--- src/rtl/core/pbh_pkg.sv ---
package pbh_pkg;

    localparam int COORD_BITS_DEFAULT = 16;
    localparam int OUT_BITS = 16;
    localparam int AXES = 3;

    localparam int LEAF_CFG_BITS = 13;
    localparam int GROUP_CFG_BITS = 9;
    localparam int LEAF_CNT_BITS = 12;
    localparam int GROUP_CNT_BITS = 8;

    localparam logic [LEAF_CFG_BITS-1:0] LEAF_CAP = 13'd4096;
    localparam logic [GROUP_CFG_BITS-1:0] GROUP_CAP = 9'd256;
    localparam logic [LEAF_CFG_BITS-1:0] LEAF_RESET = 13'd64;
    localparam logic [GROUP_CFG_BITS-1:0] GROUP_RESET = 9'd64;

    localparam int ADDR_BITS = 3;
    localparam logic REG_LEAF_POINTS = 1'b0;
    localparam logic REG_GROUP_LEAVES = 1'b1;

    localparam logic BOX_LEAF = 1'b0;
    localparam logic BOX_GROUP = 1'b1;

    localparam int QUEUE_DEPTH = 4;
    localparam int QUEUE_IDX_BITS = $clog2(QUEUE_DEPTH);
    localparam int QUEUE_CNT_BITS = $clog2(QUEUE_DEPTH + 1);

    typedef struct packed {
        logic [15:0] x_coord;
        logic [15:0] y_coord;
        logic [15:0] z_coord;
        logic        final_point;
    } pbh_point_t;

    typedef struct packed {
        logic        box_kind;
        logic [15:0] min_x;
        logic [15:0] min_y;
        logic [15:0] min_z;
        logic [15:0] max_x;
        logic [15:0] max_y;
        logic [15:0] max_z;
        logic        run_end;
    } pbh_box_t;

    typedef struct packed {
        logic [LEAF_CFG_BITS-1:0]  leaf_points;
        logic [GROUP_CFG_BITS-1:0] group_leaves;
    } pbh_cfg_t;

    typedef struct packed {
        logic     push;
        logic     push_two;
        pbh_box_t first;
        pbh_box_t second;
    } pbh_push_t;

    function automatic logic [LEAF_CFG_BITS-1:0] leaf_limit(
        input logic [LEAF_CFG_BITS-1:0] v
    );
        logic [LEAF_CFG_BITS-1:0] r;
        r = v;
        if (v == '0)
        begin
            r = LEAF_CFG_BITS'(1);
        end
        else if (v > LEAF_CAP)
        begin
            r = LEAF_CAP;
        end
        return r;
    endfunction

    function automatic logic [GROUP_CFG_BITS-1:0] group_limit(
        input logic [GROUP_CFG_BITS-1:0] v
    );
        logic [GROUP_CFG_BITS-1:0] r;
        r = v;
        if (v == '0)
        begin
            r = GROUP_CFG_BITS'(1);
        end
        else if (v > GROUP_CAP)
        begin
            r = GROUP_CAP;
        end
        return r;
    endfunction

endpackage

--- src/rtl/core/point_box_hierarchy_builder.sv ---
// Builds leaf and group bounding boxes from a stream of 3D points.
// Points enter on the point channel (point_valid, point_ready, point) and
// boxes leave on the box channel (box_valid, box_ready, box); an item moves
// when valid and ready are both high at a rising edge of clk.
// A point that closes a leaf gives one leaf box item; one that also closes
// a group gives the leaf box and then the group box. run_end marks the last
// item that a point causes.
// A box item is written into the result queue when the point that closes it
// is accepted, and is offered once the items ahead of it have left. One point
// is taken every cycle while the queue has room for two items; the limit is
// the output side, which moves one box item a cycle while box_ready is high,
// so a point that closes a group gives it two items. A four-entry result
// queue sits between the box update logic and the output.
// When the receiver stalls, queued items are held and point_ready falls once
// the queue cannot take two more.
// The APB port sets leaf_points (address 0) and group_leaves (address 4).
// Reset, asynchronous and active low, empties the queue, returns both boxes
// to empty, clears the counters and sets both limits to 64.
module point_box_hierarchy_builder #(
    parameter int COORD_BITS = pbh_pkg::COORD_BITS_DEFAULT
) (
    input  logic                          clk,
    input  logic                          rst_n,
    input  logic                          point_valid,
    output logic                          point_ready,
    input  pbh_pkg::pbh_point_t           point,
    output logic                          box_valid,
    input  logic                          box_ready,
    output pbh_pkg::pbh_box_t             box,
    input  logic                          psel,
    input  logic                          penable,
    input  logic                          pwrite,
    input  logic [pbh_pkg::ADDR_BITS-1:0] paddr,
    input  logic [31:0]                   pwdata,
    output logic [31:0]                   prdata,
    output logic                          pready
);

    pbh_pkg::pbh_cfg_t  cfg;
    pbh_pkg::pbh_push_t push;
    logic               accept;

    assign accept = point_valid && point_ready;

    pbh_cfg_regs u_cfg (
        .clk     (clk),
        .rst_n   (rst_n),
        .psel    (psel),
        .penable (penable),
        .pwrite  (pwrite),
        .paddr   (paddr),
        .pwdata  (pwdata),
        .prdata  (prdata),
        .pready  (pready),
        .cfg     (cfg)
    );

    pbh_box_unit #(
        .COORD_BITS (COORD_BITS)
    ) u_box (
        .clk    (clk),
        .rst_n  (rst_n),
        .accept (accept),
        .point  (point),
        .cfg    (cfg),
        .push   (push)
    );

    pbh_out_queue u_queue (
        .clk       (clk),
        .rst_n     (rst_n),
        .push      (push),
        .space     (point_ready),
        .box_valid (box_valid),
        .box_ready (box_ready),
        .box       (box)
    );

    // A leaf box that does not end its run is followed by its group box.
    assert property (@(posedge clk) disable iff (!rst_n)
        (box_valid && box_ready && box.box_kind == pbh_pkg::BOX_LEAF && !box.run_end)
        |=> (box_valid && box.box_kind == pbh_pkg::BOX_GROUP))
        else $error("group box missing after leaf box");

    // A group box always ends the run of its point.
    assert property (@(posedge clk) disable iff (!rst_n)
        (box_valid && box.box_kind == pbh_pkg::BOX_GROUP) |-> box.run_end)
        else $error("group box without run end");

    // The point channel only stalls while results are waiting.
    assert property (@(posedge clk) disable iff (!rst_n)
        !point_ready |-> box_valid)
        else $error("input stalled with empty result queue");

    // A point marked final closes a run ending in a group box; box_valid must follow.
    assert property (@(posedge clk) disable iff (!rst_n)
        (point_valid && point_ready && point.final_point) |=> box_valid)
        else $error("final point produced no box");

endmodule

--- src/rtl/core/pbh_cfg_regs.sv ---
module pbh_cfg_regs (
    input  logic                          clk,
    input  logic                          rst_n,
    input  logic                          psel,
    input  logic                          penable,
    input  logic                          pwrite,
    input  logic [pbh_pkg::ADDR_BITS-1:0] paddr,
    input  logic [31:0]                   pwdata,
    output logic [31:0]                   prdata,
    output logic                          pready,
    output pbh_pkg::pbh_cfg_t             cfg
);

    logic [pbh_pkg::LEAF_CFG_BITS-1:0]  leaf_points_reg;
    logic [pbh_pkg::GROUP_CFG_BITS-1:0] group_leaves_reg;
    logic                               wr_en;

    assign pready = 1'b1;
    assign wr_en  = psel && penable && pwrite;

    always_ff @(posedge clk or negedge rst_n)
    begin
        if (!rst_n)
        begin
            leaf_points_reg  <= pbh_pkg::LEAF_RESET;
            group_leaves_reg <= pbh_pkg::GROUP_RESET;
        end
        else if (wr_en)
        begin
            case (paddr[2])
                pbh_pkg::REG_LEAF_POINTS:
                begin
                    leaf_points_reg <= pwdata[pbh_pkg::LEAF_CFG_BITS-1:0];
                end
                pbh_pkg::REG_GROUP_LEAVES:
                begin
                    group_leaves_reg <= pwdata[pbh_pkg::GROUP_CFG_BITS-1:0];
                end
                default:
                begin
                end
            endcase
        end
    end

    always_comb
    begin
        case (paddr[2])
            pbh_pkg::REG_LEAF_POINTS:
            begin
                prdata = 32'(leaf_points_reg);
            end
            pbh_pkg::REG_GROUP_LEAVES:
            begin
                prdata = 32'(group_leaves_reg);
            end
            default:
            begin
                prdata = '0;
            end
        endcase
    end

    assign cfg.leaf_points  = leaf_points_reg;
    assign cfg.group_leaves = group_leaves_reg;

endmodule

--- src/rtl/core/pbh_box_unit.sv ---
module pbh_box_unit #(
    parameter int COORD_BITS = pbh_pkg::COORD_BITS_DEFAULT
) (
    input  logic                clk,
    input  logic                rst_n,
    input  logic                accept,
    input  pbh_pkg::pbh_point_t point,
    input  pbh_pkg::pbh_cfg_t   cfg,
    output pbh_pkg::pbh_push_t  push
);

    localparam int W = COORD_BITS;
    localparam int OB = pbh_pkg::OUT_BITS;

    logic [W-1:0] leaf_lo_reg [pbh_pkg::AXES];
    logic [W-1:0] leaf_hi_reg [pbh_pkg::AXES];
    logic [W-1:0] group_lo_reg [pbh_pkg::AXES];
    logic [W-1:0] group_hi_reg [pbh_pkg::AXES];
    logic [pbh_pkg::LEAF_CNT_BITS-1:0]  points_in_leaf_reg;
    logic [pbh_pkg::LEAF_CNT_BITS-1:0]  points_in_leaf_next;
    logic [pbh_pkg::GROUP_CNT_BITS-1:0] leaves_in_group_reg;
    logic [pbh_pkg::GROUP_CNT_BITS-1:0] leaves_in_group_next;

    logic [OB-1:0]    coord_in [pbh_pkg::AXES];
    logic [W+OB-1:0]  coord_ext [pbh_pkg::AXES];
    logic [W-1:0]     pt [pbh_pkg::AXES];
    logic [W-1:0]     leaf_lo_new [pbh_pkg::AXES];
    logic [W-1:0]     leaf_hi_new [pbh_pkg::AXES];
    logic [W-1:0]     group_lo_new [pbh_pkg::AXES];
    logic [W-1:0]     group_hi_new [pbh_pkg::AXES];
    logic [W+OB-1:0]  out_ext [4][pbh_pkg::AXES];
    logic [OB-1:0]    out_val [4][pbh_pkg::AXES];

    logic [pbh_pkg::LEAF_CFG_BITS-1:0]  leaf_lim;
    logic [pbh_pkg::GROUP_CFG_BITS-1:0] group_lim;
    logic [pbh_pkg::LEAF_CFG_BITS-1:0]  leaf_count_inc;
    logic [pbh_pkg::GROUP_CFG_BITS-1:0] group_count_inc;
    logic                               leaf_close;
    logic                               group_close;

    assign coord_in[0] = point.x_coord;
    assign coord_in[1] = point.y_coord;
    assign coord_in[2] = point.z_coord;

    assign leaf_lim        = pbh_pkg::leaf_limit(cfg.leaf_points);
    assign group_lim       = pbh_pkg::group_limit(cfg.group_leaves);
    assign leaf_count_inc  = pbh_pkg::LEAF_CFG_BITS'(points_in_leaf_reg) + 1'b1;
    assign group_count_inc = pbh_pkg::GROUP_CFG_BITS'(leaves_in_group_reg) + 1'b1;
    assign leaf_close      = point.final_point || (leaf_count_inc >= leaf_lim);
    assign group_close     = point.final_point || (group_count_inc >= group_lim);

    always_comb
    begin
        for (int a = 0; a < pbh_pkg::AXES; a++)
        begin
            coord_ext[a] = {{W{1'b0}}, coord_in[a]};
            pt[a] = coord_ext[a][W-1:0];
            leaf_lo_new[a] = (pt[a] < leaf_lo_reg[a]) ? pt[a] : leaf_lo_reg[a];
            leaf_hi_new[a] = (pt[a] > leaf_hi_reg[a]) ? pt[a] : leaf_hi_reg[a];
            group_lo_new[a] = (leaf_lo_new[a] < group_lo_reg[a]) ?
                              leaf_lo_new[a] : group_lo_reg[a];
            group_hi_new[a] = (leaf_hi_new[a] > group_hi_reg[a]) ?
                              leaf_hi_new[a] : group_hi_reg[a];
            out_ext[0][a] = {{OB{1'b0}}, leaf_lo_new[a]};
            out_ext[1][a] = {{OB{1'b0}}, leaf_hi_new[a]};
            out_ext[2][a] = {{OB{1'b0}}, group_lo_new[a]};
            out_ext[3][a] = {{OB{1'b0}}, group_hi_new[a]};
            for (int k = 0; k < 4; k++)
            begin
                out_val[k][a] = out_ext[k][a][OB-1:0];
            end
        end
    end

    always_comb
    begin
        push.push            = accept && leaf_close;
        push.push_two        = accept && leaf_close && group_close;
        push.first.box_kind  = pbh_pkg::BOX_LEAF;
        push.first.min_x     = out_val[0][0];
        push.first.min_y     = out_val[0][1];
        push.first.min_z     = out_val[0][2];
        push.first.max_x     = out_val[1][0];
        push.first.max_y     = out_val[1][1];
        push.first.max_z     = out_val[1][2];
        push.first.run_end   = !group_close;
        push.second.box_kind = pbh_pkg::BOX_GROUP;
        push.second.min_x    = out_val[2][0];
        push.second.min_y    = out_val[2][1];
        push.second.min_z    = out_val[2][2];
        push.second.max_x    = out_val[3][0];
        push.second.max_y    = out_val[3][1];
        push.second.max_z    = out_val[3][2];
        push.second.run_end  = 1'b1;
    end

    always_comb
    begin
        points_in_leaf_next  = points_in_leaf_reg;
        leaves_in_group_next = leaves_in_group_reg;
        if (!leaf_close)
        begin
            points_in_leaf_next = leaf_count_inc[pbh_pkg::LEAF_CNT_BITS-1:0];
        end
        else
        begin
            points_in_leaf_next = '0;
            if (group_close)
            begin
                leaves_in_group_next = '0;
            end
            else
            begin
                leaves_in_group_next = group_count_inc[pbh_pkg::GROUP_CNT_BITS-1:0];
            end
        end
    end

    always_ff @(posedge clk or negedge rst_n)
    begin
        if (!rst_n)
        begin
            for (int a = 0; a < pbh_pkg::AXES; a++)
            begin
                leaf_lo_reg[a]  <= '1;
                leaf_hi_reg[a]  <= '0;
                group_lo_reg[a] <= '1;
                group_hi_reg[a] <= '0;
            end
            points_in_leaf_reg  <= '0;
            leaves_in_group_reg <= '0;
        end
        else if (accept)
        begin
            points_in_leaf_reg  <= points_in_leaf_next;
            leaves_in_group_reg <= leaves_in_group_next;
            for (int a = 0; a < pbh_pkg::AXES; a++)
            begin
                if (!leaf_close)
                begin
                    leaf_lo_reg[a] <= leaf_lo_new[a];
                    leaf_hi_reg[a] <= leaf_hi_new[a];
                end
                else
                begin
                    leaf_lo_reg[a] <= '1;
                    leaf_hi_reg[a] <= '0;
                    if (group_close)
                    begin
                        group_lo_reg[a] <= '1;
                        group_hi_reg[a] <= '0;
                    end
                    else
                    begin
                        group_lo_reg[a] <= group_lo_new[a];
                        group_hi_reg[a] <= group_hi_new[a];
                    end
                end
            end
        end
    end

endmodule

--- src/rtl/core/pbh_out_queue.sv ---
module pbh_out_queue (
    input  logic               clk,
    input  logic               rst_n,
    input  pbh_pkg::pbh_push_t push,
    output logic               space,
    output logic               box_valid,
    input  logic               box_ready,
    output pbh_pkg::pbh_box_t  box
);

    localparam int IB = pbh_pkg::QUEUE_IDX_BITS;
    localparam int CB = pbh_pkg::QUEUE_CNT_BITS;

    pbh_pkg::pbh_box_t entry_reg [pbh_pkg::QUEUE_DEPTH];
    logic [IB-1:0] wr_ptr_reg;
    logic [IB-1:0] wr_ptr_next;
    logic [IB-1:0] wr_ptr_plus;
    logic [IB-1:0] rd_ptr_reg;
    logic [IB-1:0] rd_ptr_next;
    logic [CB-1:0] count_reg;
    logic [CB-1:0] count_next;
    logic          pop;

    assign space       = count_reg <= CB'(pbh_pkg::QUEUE_DEPTH - 2);
    assign box_valid   = count_reg != '0;
    assign box         = entry_reg[rd_ptr_reg];
    assign pop         = box_valid && box_ready;
    assign wr_ptr_plus = wr_ptr_reg + 1'b1;

    always_comb
    begin
        wr_ptr_next = wr_ptr_reg + IB'(push.push) + IB'(push.push_two);
        rd_ptr_next = rd_ptr_reg + IB'(pop);
        count_next  = count_reg + CB'(push.push) + CB'(push.push_two) - CB'(pop);
    end

    always_ff @(posedge clk or negedge rst_n)
    begin
        if (!rst_n)
        begin
            wr_ptr_reg <= '0;
            rd_ptr_reg <= '0;
            count_reg  <= '0;
        end
        else
        begin
            wr_ptr_reg <= wr_ptr_next;
            rd_ptr_reg <= rd_ptr_next;
            count_reg  <= count_next;
        end
    end

    always_ff @(posedge clk)
    begin
        if (push.push)
        begin
            entry_reg[wr_ptr_reg] <= push.first;
        end
        if (push.push_two)
        begin
            entry_reg[wr_ptr_plus] <= push.second;
        end
    end

endmodule

--- config.mk ---
export PLATFORM = sky130hd
export DESIGN_NAME = point_box_hierarchy_builder
export DESIGN_NICKNAME = d
export VERILOG_FILES = /design/src/rtl/core/pbh_pkg.sv /design/src/rtl/core/point_box_hierarchy_builder.sv /design/src/rtl/core/pbh_cfg_regs.sv /design/src/rtl/core/pbh_box_unit.sv /design/src/rtl/core/pbh_out_queue.sv
export SDC_FILE = /design/constraint.sdc
export NUM_CORES = 1
export LEC_CHECK = 0
export BUFFER_PORTS_ARGS = -buffer_cell sky130_fd_sc_hd__buf_2
export CAP_MARGIN = 20
export CORE_MARGIN = 2
export CORE_UTILIZATION = 61
export DETAILED_ROUTE_END_ITERATION = 10
export PLACE_DENSITY = 0.82
export SYNTH_ARGS = -nofsm -noshare
export SYNTH_HDL_FRONTEND = slang
export SYNTH_SLANG_ARGS = --single-unit
--- constraint.sdc ---
create_clock -name clk -period 12.55 [get_ports clk]
set_input_delay 1.255 -clock clk [delete_from_list [all_inputs] [get_ports clk]]
set_output_delay 1.255 -clock clk [all_outputs]
set_load 0.005 [all_outputs]
==> run_results.csv <==
group,metric,value,unit
yosys,async_flop_share,38.07,%
timing,fin_crit,6.657,ns
yosys,ys_seq_area_share,50.95,%
clocking,ctsHoldBuffers,0,
worst_setup_path,r2r_cells,16,
power,p_leak,15.43,nW
clocking,cts-htree-levels,3,
worst_setup_path,crit_fanout,12,
timing,finalSetupViolations,0,
yosys,synth_most_common_cell,"edfxtp_1",
global_routing,grt_pass1_wl,147.3,mm
final_layout,drive_gt1_share,23.69,%
place,dpl_cell_area,0.03669,sq mm
status,outcome,"completed",
global_routing,grt_antenna_before_repair,10,
power,pwr-share-comb,46.9,%
timing,setup_tns,0,ns
timing,finalWorstSetupSlack,5.893,ns
power,swShare,39.91,%
detailed_routing,ant_nets,0,
place,io_buffers,182,
global_routing,grt_use_total,31.75,%
detailed_routing,drt-wirelength-per-cell,24.78,um
worst_setup_path,path_cells,"buf_2, ha_1, nand2_1, or4_4, a21o_1, a41oi_4, buf_4, mux2i_1, inv_1, ha_1, nand4_1, or4_1, a31oi_4, buf_4, mux2i_2, o22ai_1",
timing,slew_headroom,27.21,%
yosys,yosysTopAreaCell,"edfxtp_1",
global_routing,grt_pass1_vias,26743,
detailed_routing,vias,26292,
power,p_per_area,248.7,mW/mm^2
worst_setup_path,worstReg2RegEnd,"u_queue.entry_reg[1][2]$_DFFE_PP_",
final_layout,largest_reg_flops,392,
worst_setup_path,worstPathRequired,12.84,ns
global_routing,grt_max_degree,101,
timing,rsz0062_at_grt,"no",
clocking,clkTransAtPathRegs,0.06,ns
yosys,synth_area,0.03503,sq mm
timing,finClkSkew,0.03143,ns
place,place_ws,5.356,ns
timing,max_freq,0.1502,GHz
yosys,synth_top_area_share,32.92,%
detailed_routing,drc,0,
power,clockPowerShare,21.2,%
timing,tightest_slew,1.088,ns
detailed_routing,drt_iter0_markers,3601,
worst_setup_path,critPathSlowestCell,"mux2i_1",
job,maxCapViolations,0,
final_layout,n_fill_cell,3784,
floorplan,ios,224,
place,place.gp.congestion,0.8813,
clocking,cts_sinks,633,
floorplan,die_y,243.6,um
worst_setup_path,start_kind,"input pin",
power,power_frac_seq,31.9,%
worst_setup_path,critPathCapture,"u_queue.entry_reg[1][2]$_DFFE_PP_",
global_routing,grt_overflow,0,
floorplan,core_area,0.05660,sq mm
final_layout,postLayoutCoreUtil,69.13,%
final_layout,finish.instance_area,0.03913,sq mm
clocking,clk_path_buf_depth,3,
clocking,cts_tree,"built",
yosys,synth_cells,2847,
clocking,numCtsBuffers,68,
final_layout,area_growth,11.72,%
worst_setup_path,reg2reg_from,"u_box.leaf_hi_reg[11]$_DFFE_PN0P_",
yosys,synth_edf_count,384,
power,p_int,5.848,mW
timing,timing.final.crit_share,53.04,%
detailed_routing,wirelength,94.81,mm
yosys,ys.flop_type,"edfxtp_1",
worst_setup_path,slowest_delay,0.74,ns
yosys,yosysWarnings,0,
floorplan,fp.dieW,243.6,um
yosys,synth_cell_types,75,
yosys,post_synth.cell_area_avg,12.30,sq um
yosys,yosys-top-cells-count,"384 x edfxtp_1, 286 x o22ai_1, 280 x inv_1",
floorplan,floorplan.initialDensity,61.88,%
worst_setup_path,critPathLaunch,"point[12]",
final_layout,finalNetCount,3314,
detailed_routing,routed_via_density,6.872,
clocking,cts_root_buf,"clkbuf_16",
yosys,synth_area_leaders,"edfxtp_1 33%, dfrtp_1 10%, ha_1 7.6%",
worst_hold_path,hp-class,"reg -> reg",
yosys,ys_seq_elements,633,
clocking,cts_setup_buffers,0,
worst_setup_path,r2r_slack,6.23,ns
place,hpwl,59.80,mm
floorplan,die_area,0.05935,sq mm
detailed_routing,dr.pass1.iters,8,
power,max-vdd-ir-drop,0.1535,mV
timing,hold_violations,0,
timing,drv_slew,0,
power,p_switching,3.885,mW
clocking,clk_latency,0.61,ns
worst_setup_path,crit_type,"in -> reg",
worst_setup_path,cp-end-kind,"flop",
clocking,cts_resized,0,
floorplan,rows,87,
power,total_power,9.733,mW
worst_setup_path,critPathArrivalTime,6.95,ns
critical path: cells and delay by family:
family	cells	cell delay, ns
AND/OR/NAND/NOR	4	1.46
adder cells (fa/ha/maj)	2	0.68
multiplexers	2	1.13
AO/OA/AOI/OAI	4	1.22
buffers and inverters	4	1.17
cell usage in the layout (no fill, tap or decap), drive strengths merged, types with 10 or more instances in the layout:
cell       n
diode     10
o21ai     72
a2bb2oi   16
conb      20
nand3     32
a31oi     19
mux4      98
dfrtp    143
o31ai     35
xnor2     10
clkbuf    91
and3      11
a21oi     97
inv      302
o22ai    286
dfstp     98
nand4     33
mux2      33
edfxtp   384
nor3      16
mux2i    110
clkinv    20
nor2b     14
ha       213
nand2    168
o2bb2ai  158
nor4      12
a211oi    13
o32a      32
o21a      20
nor2      86
buf      253
o211ai    16
a21o      14
a22oi     45
power by group through the flow:
stage	clock network, mW	registers (mW)	logic [mW]
6_report	2.06	3.11	4.56
3_3_place_gp	0	3.09	4.23
4_1_cts	2.07	3.10	4.48
2_1_floorplan	0	3.00	3.33
5_1_grt	2.15	3.16	4.94
3_5_place_dp	0	3.13	4.42
metrics by stage:
| step | hold WS [ns] | instances |
|---|---|---|
| floorplan | 0.4317 | 2865 |
| global placement | 0.4421 | 3685 |
| finish | 0.4692 | 3826 |
| global route | 0.4878 | 3825 |
| CTS | 0.4691 | 3809 |
| detailed placement | 0.4543 | 3686 |
kinds of logic (layout without fill, tap and decap cells):
family                   Yosys count  in the layout  synth area share (%)
other                              2             30               0.02144
XOR/XNOR                          19             19                0.4751
AO/OA/AOI/OAI                    853            853                 17.77
flip-flops                       633            633                 50.95
adder cells (fa/ha/maj)          216            216                 7.780
multiplexers                     241            241                 12.04
AND/OR/NAND/NOR                  400            400                 5.269
buffers and inverters            483            678                 5.698
worst min-delay path by stage:
stage / startpoint / to / slack (ns) / cells past startpoint
finish: u_queue.entry_reg[0][0]$_SDFFE_PN1P_ / u_queue.entry_reg[0][0]$_SDFFE_PN1P_ / 0.47 / 1
global route: u_queue.entry_reg[3][97]$_SDFFE_PP1N_ / u_queue.entry_reg[3][97]$_SDFFE_PP1N_ / 0.49 / 2
CTS: u_queue.entry_reg[0][0]$_SDFFE_PN1P_ / u_queue.entry_reg[0][0]$_SDFFE_PN1P_ / 0.47 / 1
detailed placement: u_queue.entry_reg[0][0]$_SDFFE_PN1P_ / u_queue.entry_reg[0][0]$_SDFFE_PN1P_ / 0.45 / 1
floorplan: u_queue.entry_reg[3][97]$_SDFFE_PP1N_ / u_queue.entry_reg[3][97]$_SDFFE_PP1N_ / 0.43 / 2
global placement: u_queue.entry_reg[3][0]$_SDFFE_PP1N_ / u_queue.entry_reg[3][0]$_SDFFE_PP1N_ / 0.44 / 1
area by class of cell:
cell class                      instances  area, sq um  area share [%]
Sequential cell                       633        17850           45.62
Multi-Input combinational cell       1749        15350           39.24
Clock buffer                           91         1964           5.020
Timing Repair Buffer                  253         1529           3.907
Inverter                              302         1135           2.900
Tap cell                              756        945.9           2.417
Clock inverter                         32        325.3          0.8314
Antenna cell                           10        25.02         0.06395
metal layers:
layer | up-vias | track usage, % | wire [um]
met5 | - | 0 | 0
met4 | 0 | 15.44 | 3802
met3 | 289 | 6.973 | 10580
met2 | 1646 | 50.87 | 45370
met1 | 13013 | 41.30 | 35060
li1 | 11344 | - | -
(Power assumes the default switching activity.)
